### config.mk
export PLATFORM = sky130hd
export DESIGN_NAME = pcb_ctrl
export DESIGN_NICKNAME = d
export VERILOG_FILES = /design/src/sv/pcb_pkg.sv /design/src/sv/pcb_ctrl.sv
export VERILOG_INCLUDE_DIRS = /design/src /design/src/sv
export SDC_FILE = /design/constraint.sdc
export NUM_CORES = 1
export LEC_CHECK = 0
export CORE_AREA = 2 2 56 58
export DETAILED_ROUTE_END_ITERATION = 16
export DIE_AREA = 0 0 58 60
export DONT_BUFFER_PORTS = 1
export PLACE_DENSITY = 0.69
export SLEW_MARGIN = 20
export SYNTH_ARGS = -nofsm -noshare
export SYNTH_HDL_FRONTEND = slang
export SYNTH_SLANG_ARGS = --single-unit
export TNS_END_PERCENT = 1
### constraint.sdc
create_clock -name clk -period 1.5 [get_ports clk]
set_input_delay 0.075 -clock clk [delete_from_list [all_inputs] [get_ports clk]]
set_output_delay 0.075 -clock clk [all_outputs]
set_load 0.01 [all_outputs]
### src/sv/assert_macros.svh
// ----------------------------------------------------------------------------
// Assertion macros
// Shared concurrent assertion wrappers for the counter bank.
// ----------------------------------------------------------------------------
`ifndef ASSERT_MACROS_SVH
`define ASSERT_MACROS_SVH

// checked outside reset only
`define ASSERT_RST(lbl, prop, msg) \
  lbl: assert property (@(posedge clk) disable iff (rst) prop) else $error(msg);

// checked on every edge, reset included
`define ASSERT_ANY(lbl, prop, msg) \
  lbl: assert property (@(posedge clk) prop) else $error(msg);

`endif

### src/sv/pcb_pkg.sv
// ----------------------------------------------------------------------------
// pcb_pkg
// Types and constants shared by the preset counter bank modules.
// ----------------------------------------------------------------------------
package pcb_pkg;

  localparam int NUM_COUNTERS = 8;
  localparam int RATE_SLOTS   = 10;
  localparam int TIME_COUNTER = 0;

  localparam int CW      = $clog2(NUM_COUNTERS);
  localparam int SW      = $clog2(RATE_SLOTS + 1);
  localparam int CNT_W   = 48;
  localparam int RATE_W  = 32;
  localparam int TIME_W  = 32;
  localparam int MC_W    = 4;
  localparam int DIV_W   = CNT_W + 10;
  localparam int SUM_W   = RATE_W + $clog2(RATE_SLOTS);
  localparam int RING_N  = NUM_COUNTERS * RATE_SLOTS;
  localparam int RA_W    = $clog2(RING_N);
  localparam int IN_W    = 88;
  localparam int OUT_W   = 88;
  localparam int CFG_AW  = 1;

  // t / 1000 == (t * MS_RECIP) >> MS_SHIFT for every 32-bit t
  localparam logic [RATE_W-1:0] MS_RECIP  = 32'h10624DD3;
  localparam int                MS_SHIFT  = 38;
  localparam logic [MC_W-1:0]   MC_RESET  = 4'd8;

  localparam logic [CFG_AW-1:0] REG_MASTER_COUNTER = 1'b0;
  localparam logic [CFG_AW-1:0] REG_MASTER_PRESET  = 1'b1;

  typedef enum logic [2:0] {
    FN_TICK, FN_SET, FN_CLEAR, FN_START, FN_STOP, FN_RATE, FN_MEAN, FN_NOP
  } func_t;

  typedef enum logic [4:0] {
    OP_NONE, OP_LATCH, OP_TICK_TIME, OP_DIV_T, OP_SET_WR, OP_SET_CHK, OP_CLR,
    OP_START, OP_STOP, OP_RATE_SKIP, OP_RATE_FILL, OP_RATE_DIFF, OP_RATE_MUL,
    OP_RATE_DIV, OP_RATE_WR, OP_RATE_END, OP_MEAN_CLR, OP_MEAN_RD, OP_MEAN_ACC,
    OP_MEAN_DIV, OP_MEAN_WR, OP_LOAD
  } op_t;

  typedef enum logic [1:0] {SEL_IDX, SEL_TIME, SEL_LOOP} sel_t;

  typedef struct packed {
    op_t             op;
    sel_t            sel;
    logic            use_q;
    logic [CW-1:0]   loop;
    logic [SW-1:0]   slot;
  } cmd_t;

  typedef struct packed {
    func_t           func;
    logic            idx_ok;
    logic            run_flag;
    logic            run_time_zero;
    logic            last_ge_run;
    logic            armed;
    logic            fill_gt1;
    logic [SW-1:0]   fill;
    logic            div_done;
  } sts_t;

endpackage

### src/sv/pcb_ctrl.sv
// ----------------------------------------------------------------------------
// pcb_ctrl
// Sequencer for the counter bank: decodes each item and steps the datapath.
// ----------------------------------------------------------------------------
module pcb_ctrl
  import pcb_pkg::*;
(
  input  logic clk,
  input  logic rst,
  input  logic in_tvalid,
  output logic in_tready,
  output logic out_tvalid,
  input  logic out_tready,
  input  sts_t sts,
  output cmd_t cmd
);

  typedef enum logic [4:0] {
    S_IDLE, S_DECODE, S_TICK, S_DIVT, S_SET_WR, S_SET_CHK, S_CLR,
    S_START, S_STOP, S_RATE_SKIP, S_RATE_FILL, S_RATE_TEST, S_RATE_DIFF,
    S_RATE_MUL, S_RATE_DIV, S_RATE_WAIT, S_RATE_WR, S_RATE_END, S_MEAN_CLR,
    S_MEAN_TEST, S_MEAN_RD, S_MEAN_ACC, S_MEAN_DIV, S_MEAN_WAIT, S_MEAN_WR, S_DONE
  } state_t;

  localparam logic [CW-1:0] LAST = CW'(NUM_COUNTERS - 1);
  localparam logic          TIME_OK = TIME_COUNTER < NUM_COUNTERS;

  state_t        st;
  logic [CW-1:0] loop;
  logic [SW-1:0] slot_d;
  logic          tick;
  logic          load;

  assign in_tready = st == S_IDLE;
  assign tick      = sts.func == FN_TICK;
  assign load      = st == S_DONE && (!out_tvalid || out_tready);

  always_comb begin
    cmd       = '0;
    cmd.op    = OP_NONE;
    cmd.sel   = SEL_LOOP;
    cmd.use_q = tick;
    cmd.loop  = loop;
    cmd.slot  = slot_d;
    case (st)
      S_IDLE:      if (in_tvalid) cmd.op = OP_LATCH;
      S_TICK:      cmd.op = OP_TICK_TIME;
      S_DIVT:      cmd.op = OP_DIV_T;
      S_SET_WR: begin
        cmd.op  = OP_SET_WR;
        cmd.sel = tick ? SEL_TIME : SEL_IDX;
      end
      S_SET_CHK: begin
        cmd.op  = OP_SET_CHK;
        cmd.sel = tick ? SEL_TIME : SEL_IDX;
      end
      S_CLR: begin
        cmd.op  = OP_CLR;
        cmd.sel = SEL_IDX;
      end
      S_START:     cmd.op = OP_START;
      S_STOP:      cmd.op = OP_STOP;
      S_RATE_SKIP: cmd.op = OP_RATE_SKIP;
      S_RATE_FILL: cmd.op = OP_RATE_FILL;
      S_RATE_DIFF: cmd.op = OP_RATE_DIFF;
      S_RATE_MUL:  cmd.op = OP_RATE_MUL;
      S_RATE_DIV:  cmd.op = OP_RATE_DIV;
      S_RATE_WR:   cmd.op = OP_RATE_WR;
      S_RATE_END:  cmd.op = OP_RATE_END;
      S_MEAN_CLR:  cmd.op = OP_MEAN_CLR;
      S_MEAN_RD:   cmd.op = OP_MEAN_RD;
      S_MEAN_ACC:  cmd.op = OP_MEAN_ACC;
      S_MEAN_DIV:  cmd.op = OP_MEAN_DIV;
      S_MEAN_WR:   cmd.op = OP_MEAN_WR;
      S_DONE: begin
        cmd.sel = SEL_IDX;
        if (load) cmd.op = OP_LOAD;
      end
      default: ;
    endcase
  end

  always_ff @(posedge clk) begin
    if (rst) begin
      st         <= S_IDLE;
      loop       <= '0;
      slot_d     <= '0;
      out_tvalid <= 1'b0;
    end else begin
      if (load) out_tvalid <= 1'b1;
      else if (out_tready) out_tvalid <= 1'b0;
      case (st)
        S_IDLE: if (in_tvalid) st <= S_DECODE;
        S_DECODE: begin
          loop <= '0;
          case (sts.func)
            FN_TICK:  st <= sts.run_flag ? S_TICK : S_DONE;
            FN_SET:   st <= sts.idx_ok ? S_SET_WR : S_DONE;
            FN_CLEAR: st <= sts.idx_ok ? S_CLR : S_DONE;
            FN_START: st <= S_DIVT;
            FN_STOP:  st <= S_STOP;
            FN_RATE: begin
              if (sts.run_time_zero) st <= S_DONE;
              else if (sts.last_ge_run) st <= S_RATE_SKIP;
              else if (sts.armed) st <= S_RATE_FILL;
              else st <= S_RATE_END;
            end
            FN_MEAN:  st <= S_MEAN_CLR;
            default:  st <= S_DONE;
          endcase
        end
        S_TICK:      st <= TIME_OK ? S_DIVT : S_DONE;
        S_DIVT:      st <= tick ? S_SET_WR : S_START;
        S_SET_WR:    st <= S_SET_CHK;
        S_SET_CHK:   st <= S_DONE;
        S_CLR:       st <= S_DONE;
        S_START:     st <= S_DONE;
        S_STOP:      st <= S_DONE;
        S_RATE_SKIP: st <= S_DONE;
        S_RATE_FILL: st <= S_RATE_TEST;
        S_RATE_TEST: st <= sts.fill_gt1 ? S_RATE_DIFF : S_RATE_WR;
        S_RATE_DIFF: st <= S_RATE_MUL;
        S_RATE_MUL:  st <= S_RATE_DIV;
        S_RATE_DIV:  st <= S_RATE_WAIT;
        S_RATE_WAIT: if (sts.div_done) st <= S_RATE_WR;
        S_RATE_WR: begin
          if (loop == LAST) begin
            st <= S_RATE_END;
          end else begin
            loop <= loop + 1'b1;
            st   <= S_RATE_FILL;
          end
        end
        S_RATE_END:  st <= S_DONE;
        S_MEAN_CLR: begin
          slot_d <= SW'(1);
          st     <= S_MEAN_TEST;
        end
        S_MEAN_TEST: begin
          if (slot_d < sts.fill) st <= S_MEAN_RD;
          else if (sts.fill_gt1) st <= S_MEAN_DIV;
          else st <= S_MEAN_WR;
        end
        S_MEAN_RD:   st <= S_MEAN_ACC;
        S_MEAN_ACC: begin
          slot_d <= slot_d + 1'b1;
          st     <= S_MEAN_TEST;
        end
        S_MEAN_DIV:  st <= S_MEAN_WAIT;
        S_MEAN_WAIT: if (sts.div_done) st <= S_MEAN_WR;
        S_MEAN_WR: begin
          if (loop == LAST) begin
            st <= S_DONE;
          end else begin
            loop <= loop + 1'b1;
            st   <= S_MEAN_CLR;
          end
        end
        S_DONE: begin
          if (load) st <= S_IDLE;
        end
        default: st <= S_IDLE;
      endcase
    end
  end

  `include "assert_macros.svh"

  `ASSERT_RST(a_load_valid, load |=> out_tvalid && st == S_IDLE, "result not presented")
  `ASSERT_RST(a_accept_decode, in_tvalid && in_tready |=> st == S_DECODE, "item not decoded")
  `ASSERT_ANY(a_reset_state, rst |=> st == S_IDLE && !out_tvalid, "reset left sequencer busy")

endmodule

# == Word level (Yosys, flattened, before mapping) ==
# Cells that the tools add are included.
# word_totals
mem_bits_ro,0
output_inout_bits,17
register_bits,13
memories,0
mem_bits_rw,0
wordCells,87
latchBits,0
# classes
n_reduce_logical,15
n_eq_ne,37
n_addsub,2
n_lt_le_gt_ge,1
n_div,0
mul,0
n_bitwise,0
n_mux,28
n_shift,0
# ops
operator,n
5-bit one-hot mux with 21 select lines,1
5-bit one-hot mux with 20 select lines,1
5-bit two-way mux,13
"5-bit equality test, second input constant",10
"5-bit by 4-bit equality test with 1-bit output, second input constant",8
5-bit one-hot mux with 7 select lines,1
"5-bit by 3-bit equality test with 1-bit output, second input constant",4
"3-bit equality test, second input constant",4
4-bit two-way mux,3
"5-bit by 2-bit equality test with 1-bit output, second input constant",2
"2-bit inequality test, second input constant",5
4-bit one-hot mux with 2 select lines,1
2-bit OR reduction,4
"3-bit by 2-bit equality test with 1-bit output, second input constant",2
3-bit one-hot mux with 2 select lines,1
2-bit nonzero test,3
6-bit OR reduction,1
"5-bit by 1-bit equality test with 1-bit output, second input constant",1
5-bit zero test,1
"4-bit by 1-bit adder with 4-bit output, second input constant",1
4-bit < comparator,1
1-bit two-way mux,4
2-bit one-hot mux with 2 select lines,1
4-bit AND reduction,1
9 further kinds,9

# == Longest topological paths before layout ==
# Gate-level depths: netlist of the first run.
# logic_depth
depth_word,5
ltp_mapped,8

# == Worst setup path before layout of the first run ==
# No wires, ideal clock.
# synth_timing
path_kind,register to register
from,reg loop[0]
to,reg st[1]
arrival_time_ns,1.420
stages_incl_launch_ff,8
path_buffers,0
required_time_ns,1.367
path_slack_ns,-0.053
period_less_slack_ns,1.553
cell_sequence,dfxtp_1 -> ha_1 -> ha_1 -> nor3b_1 -> nor2b_1 -> a311oi_1 -> a2bb2oi_1 -> a31oi_1
# synth_between
elab_chain_cells,3
elab_cells_between_ends,4
classes_between,eq/ne (1); mux (3)
# synth_rtl
element,line_no,text
"start, declared",pcb_ctrl.sv:29,logic [CW-1:0] loop;
"start signal, assigned",pcb_ctrl.sv:130,loop <= loop + 1'b1;
"start signal, assigned",pcb_ctrl.sv:155,loop <= loop + 1'b1;
3-bit equality test (*),"pcb_ctrl.sv:127, pcb_ctrl.sv:152",
4-bit two-way mux or 5-bit two-way mux (tied branches),"pcb_ctrl.sv:152, pcb_ctrl.sv:127",
5-bit one-hot mux with 20 select lines (*),pcb_ctrl.sv:92,case (st)
"end signal, assigned",pcb_ctrl.sv:97,FN_TICK: st <= sts.run_flag ? S_TICK : S_DONE;
"end signal, assigned",pcb_ctrl.sv:98,FN_SET: st <= sts.idx_ok ? S_SET_WR : S_DONE;
"end signal, assigned",pcb_ctrl.sv:99,FN_CLEAR: st <= sts.idx_ok ? S_CLR : S_DONE;
"end, declared",pcb_ctrl.sv:28,state_t st;
# Every way passes the cells marked *; elsewhere a longest branch is shown, timed or not.
# A chain may end at the register's enable or synchronous reset.

==> results of run 1 <==
[path summary, 6_finish.rpt]
| check | start | to | slack, ns | cells after the start |
|---|---|---|---|---|
| min reg2reg | slot_d[0] | slot_d[0] | 0.57 | 2 |
| min | rst | st[2] | -0.16 | 1 |
| max | st[1] | cmd[12] | -0.09 | 6 |
| max reg2reg | st[2] | st[0] | -0.08 | 6 |
[stage by stage]
step / hold WS [ns] / std cells
floorplan: 0.1478 / 221
global placement: 0.1432 / 288
detailed placement: 0.1438 / 288
CTS: -0.1621 / 303
global route: -0.1592 / 304
finish: -0.1593 / 304
[worst max-delay path: cells and delay by family, from the launching register on]
family          cells  cell delay, ns
compound gates      3            0.40
buf+inv             2            0.33
simple gates        1            0.07
flops               1            0.43
[sequential cells by signal, summed over array words and instances (netlist names)]
name        flops
out_tvalid      1
st              5
loop            3
slot_d          4
[placed cells by master, fill, tap and decap left out, types with 3 or more instances in the layout]
cell and instances:
nand2b_1 8, buf_4 54, buf_6 8, nor2b_1 3, o21ai_0 11, dfxtp_1 6, clkbuf_4 3, a21o_1 3
ha_1 4, and4_1 3, nor2_4 4, nand2_1 13, o31ai_1 3, o21ai_1 4, a31oi_1 5, nand3_1 8
inv_1 8, a32oi_1 4, o21ai_2 3, dfxtp_4 5, nor2_1 18, a21oi_1 11, a22oi_1 3, nor3_1 11
xor2_1 3
[power by group]
part	leakage [nW]	total [mW]	switching (mW)	internal, mW
sequential	0.110	0.595	0.153	0.443
combinational	0.768	3.02	1.55	1.47
clock	0.0150	0.223	0.120	0.103
[routing by layer]
| layer | share of wire (%) | global-route usage, % | vias up |
|---|---|---|---|
| li1 | - | - | 925 |
| met1 | 38 | 41.42 | 948 |
| met2 | 48 | 57.14 | 128 |
| met3 | 8.8 | 4.545 | 35 |
| met4 | 4.5 | 14.29 | 0 |
| met5 | 0 | 0 | - |
[cell families after synthesis]
family	share of synthesized area [%]
AOI/OAI and AO/OA	33.23
and+or+nand+nor	33.23
adders and majority gates	4.850
DFF	16.81
buffers and inverters	8.811
xor gates and xnor gates	1.698
muxes	1.374
[cell type report]
type	count	area share (%)
Multi-Input combinational cell	179	58.93
Timing Repair Buffer	65	23.66
Sequential cell	13	12.56
Inverter	10	1.842
Tap cell	33	1.842
Clock buffer	4	1.172
[what timing repair did]
action | CTS | global route
gates resized for setup | 41 | 20
pin swaps | 12 | 9
endpoints found under the setup margin | 17 | 16
setup buffers | 12 | 1
hold endpoints to repair | 13 | 13
==> flow_metrics.py, run 1 <==
metrics = {
    "status": {
        "outcome": "finished with violations",
        "failed_checks": "negative hold slack, negative setup slack",
    },
    "floorplan": {
        "fp.dieW_um": 58,
        "die_h_um": 60,
        "rows": 20,
        "start_util_pct": 53.32,
        "coreArea_um2": 2903,
        "pin_count": 35,
        "fp.dieArea_um2": 3480,
    },
    "timing": {
        "rsz0062_at_grt": "yes",
        "relSlewSlack_pct": 75.93,
        "finalWorstSetupSlack_ns": -0.08602,
        "setup_viol": 9,
        "max_freq_mhz": 630.5,
        "finalClockSkew_ns": 0.008211,
        "fin_hold_ws_ns": -0.1593,
        "min_period_over_period_pct": 105.7,
        "maxSlewViolCount": 0,
        "setup_tns_ns": -0.4970,
        "finalCriticalPeriod_ns": 1.586,
        "worst_slew_pin_slew_ns": 0.3580,
        "hold_viol_final": 13,
    },
    "worst_setup_path": {
        "required_ns": 1.42,
        "critical_path_class": "reg2out",
        "max_stage_delay_ns": 0.43,
        "crit_chain": "buf_4 > nor2_1 > a21oi_1 > a21oi_1 > a21oi_1 > buf_4",
        "worstPathArrival_ns": 1.51,
        "path_max_fanout": 9,
        "crit_path_top_delay_cell": "dfxtp_4",
        "path_common_cell": "a21oi_1",
        "endpoint_kind": "output pin",
        "startpoint_type": "register",
    },
    "grt": {
        "grt_pass1_vias": 1869,
        "antenna_found_initial": 0,
        "grt.total_usage_pct": 33.20,
        "grt_start_max_net_pins": 18,
        "grt_pass1_wl_mm": 8.769,
        "overflow": 0,
    },
    "power": {
        "vdd_drop_max_mv": 1.160,
        "power.leakage_nw": 0.8927,
        "powerDensity_nw_per_um2": 1711,
        "power_mw": 3.836,
    },
    "cells_and_area": {
        "area_delta_synth_final_pct": 44.87,
        "drive_gt1_share_pct": 40.59,
        "post-route-util_pct": 77.24,
        "diodes": 0,
        "nFillCells": 205,
        "multiInputGateArea_um2": 1321,
        "fin_nets": 296,
        "regArea_um2": 281.5,
        "postLayoutCellArea_um2": 2242,
    },
    "clocking": {
        "numCtsBuffers": 3,
        "root_buffer": "clkbuf_4",
        "clock_sinks": 13,
        "clock_path_buffers": 2,
        "cts_tree": "yes",
        "worstSkewPairLatency_ns": 0.28,
        "htree_num_levels": 1,
        "clk_pin_slew_ns": 0.09,
    },
    "synthesis": {
        "postSynthCellCount": 221,
        "synth-edff-count": 0,
        "seq_area_frac_synth_pct": 16.81,
        "synth.most_common_cell": "nor2_1",
        "ys_async_sr_fraction_pct": 0,
        "ys_ff_latch": 13,
        "yosys-top-cells-area": "dfxtp_1 17%, nor2_1 5.3%, ha_1 4.9%",
        "synth_commonest_cells": "22 x nor2_1, 14 x nand2_1, 14 x o21ai_0, 13 x buf_2, 13 x dfxtp_1",
        "syn_nets": 245,
        "synth_top_area_share_pct": 16.81,
        "yosysWarnings": 0,
        "ys_types": 59,
        "synthFlopType": "dfxtp_1",
        "synth_top_area_cell": "dfxtp_1",
        "avgSynthCellArea_um2": 7.003,
        "syn_area_um2": 1548,
    },
    "drt": {
        "wire_per_inst_um": 18.85,
        "drtPass1Iterations": 5,
        "drt_iter0_drc": 182,
        "drc": 0,
        "via_per_inst": 6.697,
        "drt_wl_total_mm": 5.729,
        "vias": 2036,
        "ant_nets": 0,
    },
    "worst_hold_path": {
        "worstHoldPathType": "in2reg",
    },
    "run": {
        "drv_cap": 0,
    },
    "placement": {
        "place_area_um2": 1894,
        "globalplace.congestion": 0.9580,
        "io_buffers": 0,
        "place_ws_ns": -0.1780,
        "dpl.hpwl_mm": 3.778,
    },
}
Power figures use the tool's default switching activity.
==> run 2: changes to the inputs <==
clock period = 1.3 ns   (was 1.5 ns; I/O delays follow)
==> flow_metrics.py, run 2 (same netlist as run 1, synthesis figures left out) <==
metrics = {
    "worst_setup_path": {
        "r2r_end": "st[4]",
        "rrSetupSlack_ns": -0.34,
        "path_max_fanout": 4,
        "startpoint_type": "register",
        "crit_end": "st[4]",
        "path_delay_family": "compound AO/OA/AOI/OAI gates",
        "critical_path_class": "reg2reg",
        "path_buf_inv": 2,
        "required_ns": 1.48,
        "path_common_cell": "buf_6",
        "crit_path_top_delay_cell": "dfxtp_4",
        "crit_start": "st[2]",
        "r2r-start": "st[2]",
        "r2r_cells": 7,
        "worstPathArrival_ns": 1.82,
        "cp.depth": 7,
        "crit_chain": "buf_6 > buf_6 > or3_4 > o221ai_2 > o31a_2 > o21bai_1 > a21oi_1",
        "max_stage_delay_ns": 0.37,
        "endpoint_kind": "register",
    },
    "power": {
        "power.leakage_nw": 0.9318,
        "powerDensity_nw_per_um2": 1984,
        "vdd_drop_max_mv": 1.398,
    },
    "clocking": {
        "numCtsBuffers": 3,
        "root_buffer": "clkbuf_4",
        "cts_tree": "yes",
        "worstSkewPairLatency_ns": 0.29,
        "clk_pin_slew_ns": 0.10,
        "htree_num_levels": 1,
        "clock_path_buffers": 2,
        "clock_sinks": 13,
    },
    "cells_and_area": {
        "final_cell_mix": "60 x buf_4, 18 x nor2_1, 13 x nand2_1",
        "top_register": "st",
        "diodes": 0,
        "layout_commonest_cell": "buf_4",
        "drive_gt1_share_pct": 43.01,
        "top_regs": "st x5, slot_d x4, loop x3",
        "post-route-util_pct": 79.35,
        "area_delta_synth_final_pct": 48.83,
        "instances_no_fill": 312,
        "postLayoutCellArea_um2": 2303,
        "fin_nets": 304,
        "largest_reg_flops": 5,
    },
    "run": {
        "drv_cap": 0,
    },
    "drt": {
        "drtPass1Iterations": 5,
        "ant_nets": 0,
        "drt_iter0_drc": 227,
        "wire_per_inst_um": 18.55,
        "via_per_inst": 6.494,
        "drc": 0,
        "vias": 2026,
        "drt_wl_total_mm": 5.789,
    },
    "placement": {
        "io_buffers": 0,
        "globalplace.congestion": 0.9597,
        "dpl.cell_count": 298,
        "dpl.hpwl_mm": 4.055,
        "place_area_um2": 2037,
    },
    "worst_hold_path": {
        "worstHoldPathType": "in2reg",
        "whs_path_depth": 1,
    },
    "grt": {
        "antenna_found_initial": 0,
        "grt_pass1_wl_mm": 8.714,
        "grt_start_max_net_pins": 16,
        "grt.total_usage_pct": 32.93,
        "overflow": 0,
        "grt_pass1_vias": 1866,
    },
    "timing": {
        "maxSlewViolCount": 0,
        "finalClockSkew_ns": 0.009947,
        "hold_viol_final": 13,
        "finalCriticalPeriod_ns": 1.643,
        "max_freq_mhz": 608.7,
        "setup_viol": 20,
        "finalWorstSetupSlack_ns": -0.3429,
        "rsz0062_at_grt": "yes",
        "relSlewSlack_pct": 77.68,
        "worst_slew_pin_slew_ns": 0.3322,
        "setup_tns_ns": -4.937,
        "fin_hold_ws_ns": -0.1802,
        "min_period_over_period_pct": 126.4,
    },
    "floorplan": {
        "start_util_pct": 53.32,
        "fp.dieArea_um2": 3480,
        "pin_count": 35,
        "coreArea_um2": 2903,
        "fp.dieW_um": 58,
        "rows": 20,
        "die_h_um": 60,
    },
    "status": {
        "failed_checks": "negative hold slack, negative setup slack",
        "outcome": "finished with violations",
    },
}
## run 2: how the worst min path moves through the flow
stage	startpoint	end	slack (ns)
2_1_floorplan	rst	slot_d[0]	0.14
3_3_place_gp	rst	loop[1]	0.13
3_5_place_dp	rst	slot_d[1]	0.13
4_1_cts	rst	st[2]	-0.18
5_1_grt	rst	st[0]	-0.19
6_report	rst	slot_d[1]	-0.18
## run 2: cell type report
| cell class | instances | area (µm²) |
|---|---|---|
| timing repair buffer | 73 | 609.3 |
| tap | 33 | 41.29 |
| multi-input combinational | 179 | 1303 |
| fill | 203 | 599.3 |
| inverter | 10 | 41.29 |
| clock buffer | 4 | 26.28 |
| sequential | 13 | 282.8 |
## run 2: worst register-to-register path: stages (launching register included)
cell	delay, ns
dfxtp_4	0.37
buf_6	0.12
buf_6	0.12
or3_4	0.37
o221ai_2	0.16
o31a_2	0.20
o21bai_1	0.11
a21oi_1	0.08
## run 2: metal layers
metal / routed length [µm] / track usage (%) / vias up
li1: - / - / 946
met1: 2352 / 40.24 / 951
met2: 2853 / 58.12 / 108
met3: 406 / 5.195 / 21
met4: 177 / 12.29 / 0
met5: 0 / 0 / -
## run 2: metrics by stage
stage          total power, mW  setup WS (ns)
2_1_floorplan            2.380       -0.09798
3_3_place_gp             3.567        -0.2734
3_5_place_dp             3.613        -0.3445
4_1_cts                  4.230        -0.3308
5_1_grt                  4.817        -0.3867
6_report                 4.570        -0.3429
## run 2: what timing repair did
| item | in CTS | in global routing |
|---|---|---|
| resized for setup | 36 | 11 |
| buffers inserted | 5 | 5 |
| hold endpoints to repair | 13 | 13 |
| gates cloned | 0 | 0 |
| pin swaps | 9 | 6 |
| setup endpoints to repair | 20 | 20 |
## run 2: where the power goes
part / internal (mW) / switching (mW) / leakage [nW]
Clock: 0.119 / 0.155 / 0.0150
Combinational: 1.81 / 1.83 / 0.806
Sequential: 0.510 / 0.144 / 0.110
Total: 2.44 / 2.13 / 0.932
